<file path="src/hw/rtl/apoc_pkg.sv">
// Package for the access point observation cache.
// Holds the transfer payload structs, the status codes and cell data types.
// No dependencies.
package apoc_pkg;

  localparam int unsigned KEY_W  = 48;
  localparam int unsigned LEN_W  = 6;
  localparam int unsigned WORD_W = 64;
  localparam int unsigned CH_W   = 8;
  localparam int unsigned SEC_W  = 8;
  localparam int unsigned CNT_W  = 32;

  localparam logic       CMD_MERGE = 1'b0;
  localparam logic       CMD_FIND  = 1'b1;

  localparam logic [2:0] ST_SKIPPED   = 3'd0;
  localparam logic [2:0] ST_INSERTED  = 3'd1;
  localparam logic [2:0] ST_CHANGED   = 3'd2;
  localparam logic [2:0] ST_UNCHANGED = 3'd3;
  localparam logic [2:0] ST_FOUND     = 3'd4;
  localparam logic [2:0] ST_NOTFOUND  = 3'd5;

  typedef struct packed {
    logic              command;
    logic [KEY_W-1:0]  bssid_key;
    logic              frame_complete;
    logic [LEN_W-1:0]  ssid_length;
    logic [WORD_W-1:0] ssid_bytes_0_7;
    logic [WORD_W-1:0] ssid_bytes_8_15;
    logic [WORD_W-1:0] ssid_bytes_16_23;
    logic [WORD_W-1:0] ssid_bytes_24_31;
    logic [CH_W-1:0]   beacon_chan;
    logic [SEC_W-1:0]  security_class;
  } in_item_t;

  typedef struct packed {
    logic [2:0]        status;
    logic [4:0]        entries_occupied;
    logic [CNT_W-1:0]  insert_count;
    logic [CNT_W-1:0]  update_count;
    logic [CNT_W-1:0]  eviction_count;
    logic [LEN_W-1:0]  entry_ssid_length;
    logic [WORD_W-1:0] entry_ssid_0_7;
    logic [WORD_W-1:0] entry_ssid_8_15;
    logic [WORD_W-1:0] entry_ssid_16_23;
    logic [WORD_W-1:0] entry_ssid_24_31;
    logic [CH_W-1:0]   entry_channel;
    logic [SEC_W-1:0]  entry_security;
  } out_item_t;

  // Stored contents of one entry.
  typedef struct packed {
    logic [LEN_W-1:0]    len;
    logic [4*WORD_W-1:0] name;
    logic [CH_W-1:0]     chan;
    logic [SEC_W-1:0]    sec;
  } entry_t;

  // Search token passed along the chain of cells.
  typedef struct packed {
    logic   hit;
    entry_t data;
  } probe_t;

  // Write command broadcast from the controller to every cell.
  typedef struct packed {
    logic   wr_hit;
    logic   wr_ins;
    entry_t data;
  } cell_wr_t;

  // Bytes of a name that the change test compares; a length above 32 counts as 32.
  function automatic logic [4*WORD_W-1:0] name_mask(input logic [LEN_W-1:0] n);
    logic [4*WORD_W-1:0] m;
    logic [LEN_W-1:0]    c;
    begin
      m = '0;
      c = (n > LEN_W'(32)) ? LEN_W'(32) : n;
      for (int b = 0; b < 32; b++) begin
        if (LEN_W'(b) < c) m[b*8 +: 8] = 8'hFF;
      end
      return m;
    end
  endfunction

endpackage

</file>
<file path="src/hw/rtl/apoc_cell.sv">
// One cache entry of the access point observation cache.
// Holds key, valid bit and record, and passes the search token on.
// Depends on apoc_pkg.
module apoc_cell
  import apoc_pkg::*;
(
  input  logic             clk,
  input  logic             rst_n,
  input  logic             search,
  input  logic [KEY_W-1:0] key,
  input  probe_t           probe_in,
  output probe_t           probe_out,
  input  logic             sel_ins,
  input  cell_wr_t         wr,
  output logic             valid
);

  logic             valid_r;
  logic [KEY_W-1:0] key_r;
  entry_t           data_r;
  logic             mine_r, mine_nxt;
  logic             match;
  probe_t           probe_r, probe_nxt;

  assign match = valid_r && (key_r == key);
  assign valid = valid_r;
  assign probe_out = probe_r;
  assign mine_nxt = search ? (match && !probe_in.hit) : mine_r;

  // The first matching cell claims the token; later cells pass it on.
  always_comb begin
    probe_nxt = probe_r;
    if (search) begin
      if (match && !probe_in.hit) begin
        probe_nxt = '{hit: 1'b1, data: data_r};
      end else begin
        probe_nxt = probe_in;
      end
    end
  end

  always_ff @(posedge clk) begin
    if (!rst_n) begin
      valid_r <= 1'b0;
      mine_r  <= 1'b0;
      probe_r <= '0;
    end else begin
      mine_r  <= mine_nxt;
      probe_r <= probe_nxt;
      if (wr.wr_ins && sel_ins) valid_r <= 1'b1;
    end
  end

  // Record write on hit update or insert.
  always_ff @(posedge clk) begin
    if ((wr.wr_hit && mine_r) || (wr.wr_ins && sel_ins)) data_r <= wr.data;
    if (wr.wr_ins && sel_ins) key_r <= key;
  end

endmodule

</file>
<file path="config.mk">
export PLATFORM = sky130hd
export DESIGN_NAME = apoc_cell
export DESIGN_NICKNAME = d
export VERILOG_FILES = /design/src/hw/rtl/apoc_pkg.sv /design/src/hw/rtl/apoc_cell.sv
export SDC_FILE = /design/constraint.sdc
export NUM_CORES = 1
export LEC_CHECK = 0
export ABC_AREA = 1
export BUFFER_PORTS_ARGS = -buffer_cell sky130_fd_sc_hd__clkbuf_2
export CORE_AREA = 2 2 344 346
export CTS_CLUSTER_SIZE = 28
export DETAILED_ROUTE_END_ITERATION = 7
export DIE_AREA = 0 0 346 348
export GPL_ROUTABILITY_DRIVEN = 0
export PLACE_DENSITY = 0.44
export SYNTH_ARGS = -nofsm -noshare
export SYNTH_HDL_FRONTEND = slang
export SYNTH_SLANG_ARGS = --single-unit
</file>
<file path="constraint.sdc">
create_clock -name clk -period 8.3 [get_ports clk]
set_input_delay 1.66 -clock clk [delete_from_list [all_inputs] [get_ports clk]]
set_output_delay 1.66 -clock clk [all_outputs]
set_load 0.02 [all_outputs]
</file>
==> metrics <==
Reg2Reg Setup Slack 4.52 ns; actual slew at the worst max-slew pin 1.09 ns; Clock Skew 0.0304 ns; CTS Buf Count 78; synth warn 0; setup TNS 0 ns; Largest delay share family, worst path buffers and inverters; total leakage power ~17 nW; grt total ovfl 0; mapped cell area 25900 µm²; filler-free cell count of the finished design around 5400; RSZ-0062 raised after global routing no; Rel. slew slack 27.0%; layout cells sized above 1 26.9%; router iterations before antenna repair 5; HPWL Detailed 73700 µm; # DRC 0; CP Launch Point key[28]; total power 7.44 mW; M1 GR Usage 21.5%; slowest stage delay, CP around 0.8 ns; I/O Pins between 800 and 900; #FFs+latches synth roughly 600; min cycle time layout 4.52 ns; chip width 346 µm; simple-gate share of the synthesized area 22.1%; Routed WL per cell 19.8 µm; crit path kind in -> reg; ANT nets after route 0; final hold violation count 0; post-synthesis area per instance between 8 and 9 µm²; combinational share of power 9.9%; internal power 5.48 mW; global-route total usage across every layer 17.2%; Reg-to-Reg End probe_out[185]$_SDFFE_PN0P_; vias in the first global route 22700; # rows 126; cell mode on critical path nor2_1; first-pass GRT wire length 155000 µm; vias per cell 4.32; initial antenna violation count 39; Sw Pwr 1.96 mW; initial drt markers 1364; worst path bufs/invs 3; Max-Cap Viols 0; # port buffers 890; CTS resizes 0; via count around 23000; Synth Instances 2991; met3 usage about 4.8%; fmax 221 MHz; largest buffer count on any clock path 3; hold_sp probe_out[83]$_SDFFE_PN0P_; Max Slew Vio Count 0; die height around 350 µm; hold path endpoint probe_out[83]$_SDFFE_PN0P_; CTS tree yes; pin count of the biggest net entering global routing 147; pwr dens 217 nW/µm²; Post-Syn Nets 3602; largest family of logic cells by synthesized area simple AND/OR/NAND/NOR gates; Synth-to-Final Area Change 32.1%; outcome completed; busiest grt layer met2; compound-cell area share of the yosys netlist 5.66%; class of the worst hold path reg -> reg; clock power share between 40% and 50%; total setup buffers inserted after CTS 0; worst hold path cell count 2; Starting Density 22.2%; cts hold-fix bufs 0; Flop pwr share 46.0%; peak supply drop 0.148 mV; CP arrival 5.00 ns; core box area 117000 µm²; Startpoint Class primary input; Required @ worst endpoint 8.78 ns; clk root buf clkbuf_16; crit path max fanout 73; Clock transition at path regs 0.05 ns; cell count after placement between 5000 and 6000; adder-cell share of the synthesized area 0%; critical-path cell list clkbuf_2 -> nor2_1 -> nor2_1 -> nor2_1 -> nand2_1 -> nor2_1 -> nand2_1 -> nor2_4 -> buf_4 -> buf_4 -> nand4_1 -> nand3_1 -> a21oi_1; Total Wirelength 107000 µm; Setup crit end kind register; Clk Latency, worst-skew pair 0.66 ns; Setup-failing EPs final 0; final worst path period share approximately 54%; r2r startpoint key_r[28]$_DFFE_PP_; switching part of the total 26.3%; post-synth cell types 20; area share of xor/xnor cells in the synthesized design 0.405%; Total Nets Final 4383; DIE AREA 120000 µm²; post-synthesis mux area share 0%; Sink Count 607; Max H-tree Level 3; worst r2r path cells 12; sequential share of the synthesized area 59.4%; slowest cell on the critical path buf_4; met2 usage 27.6%
## worst register-to-register path: cells and delay by family (launching register included)
family / cells / cell delay, ns
compound gates: 1 / 0.08
flops: 1 / 0.38
buf+inv: 2 / 1.60
simple gates: 9 / 1.55
## routing by layer
| metal | vias up | share of wire, % |
|---|---|---|
| met3 | 179 | 7.2 |
| li1 | 11300 | - |
| met1 | 10900 | 42 |
| met2 | 802 | 47 |
| met5 | - | 0.17 |
| met4 | 24 | 3.4 |
## cell type report
| cell class | instances | area [µm²] |
|---|---|---|
| Antenna cell | 21 | 52.6 |
| Fill cell | 12800 | 82700 |
| Multi-Input combinational cell | 1549 | 7340 |
| Tap cell | 1536 | 1920 |
| Sequential cell | 607 | 15400 |
| Timing Repair Buffer | 913 | 4750 |
| Clock inverter | 30 | 274 |
| Clock buffer | 114 | 2150 |
| Inverter | 623 | 2360 |
## Yosys cell counts
cell | count | share of area, %
nand2_1 | 648 | 9.4
nand3_1 | 280 | 5.4
o21ai_0 | 4 | 0.077
nand3_2 | 1 | 0.039
nand4_1 | 281 | 6.8
inv_2 | 3 | 0.043
clkbuf_1 | 124 | 1.8
dfxtp_1 | 281 | 22
a31oi_1 | 1 | 0.024
buf_1 | 29 | 0.42
a21oi_1 | 281 | 5.4
inv_1 | 620 | 9.0
edfxtp_1 | 326 | 38
xor2_1 | 3 | 0.10
o21ai_1 | 7 | 0.14
xnor2_1 | 9 | 0.30
buf_2 | 59 | 1.1
nor2_4 | 1 | 0.043
nor2_1 | 32 | 0.46
nor2_2 | 1 | 0.024
## registers in the layout, indices dropped and copies added (netlist names)
register,flops
probe_out,279
data_r,278
valid,1
key_r,48
mine_r,1
## metrics by stage
stage | cell area, µm² | utilization, % | hold WS, ns | setup WS, ns
detailed placement | 31800 | 27.2 | 0.455 | 3.10
global placement | 31800 | 27.2 | 0.452 | 3.19
CTS | 34200 | 29.2 | 0.464 | 3.83
global route | 34300 | 29.3 | 0.477 | 3.48
floorplan | 25900 | - | 0.490 | 2.74
finish | 34300 | 29.3 | 0.462 | 3.78
## cells by family after synthesis
kind of cell,count (synthesis)
AND/OR/NAND/NOR,1244
buffers and inverters,835
flip-flops,607
AO/OA/AOI/OAI,293
XOR/XNOR,12
## cells in the final DEF (no fill, tap or decap), types with 3 or more instances in the layout
cell type	count
clkbuf_2	889
nand2_1	647
inv_1	620
edfxtp_1	326
nand4_1	281
a21oi_1	281
dfxtp_1	281
nand3_1	280
clkbuf_16	79
nor2_1	32
clkbuf_1	31
diode_2	21
clkinv_2	15
buf_4	14
xnor2_1	9
buf_12	9
o21ai_1	7
o21ai_0	4
clkbuf_8	4
xor2_1	3
inv_8	3
clkinv_8	3
clkinvlp_4	3
clkinv_1	3
## power by group through the flow
stage	registers, mW	clock network (mW)	logic, mW
detailed placement	3.48	0	0.752
global route	3.44	3.50	0.820
finish	3.42	3.28	0.740
floorplan	3.57	0	0.287
CTS	3.42	3.39	0.754
global placement	3.48	0	0.749
## worst max path at each step
stage / to / depth (start not counted)
5_1_grt: probe_out[106]$_SDFFE_PN0P_ / 13
3_3_place_gp: probe_out[160]$_SDFFE_PN0P_ / 13
2_1_floorplan: data_r[0]$_DFFE_PP_ / 2
4_1_cts: probe_out[102]$_SDFFE_PN0P_ / 13
6_report: probe_out[185]$_SDFFE_PN0P_ / 13
3_5_place_dp: probe_out[102]$_SDFFE_PN0P_ / 13
No activity file was read; power rests on OpenSTA's default activity.
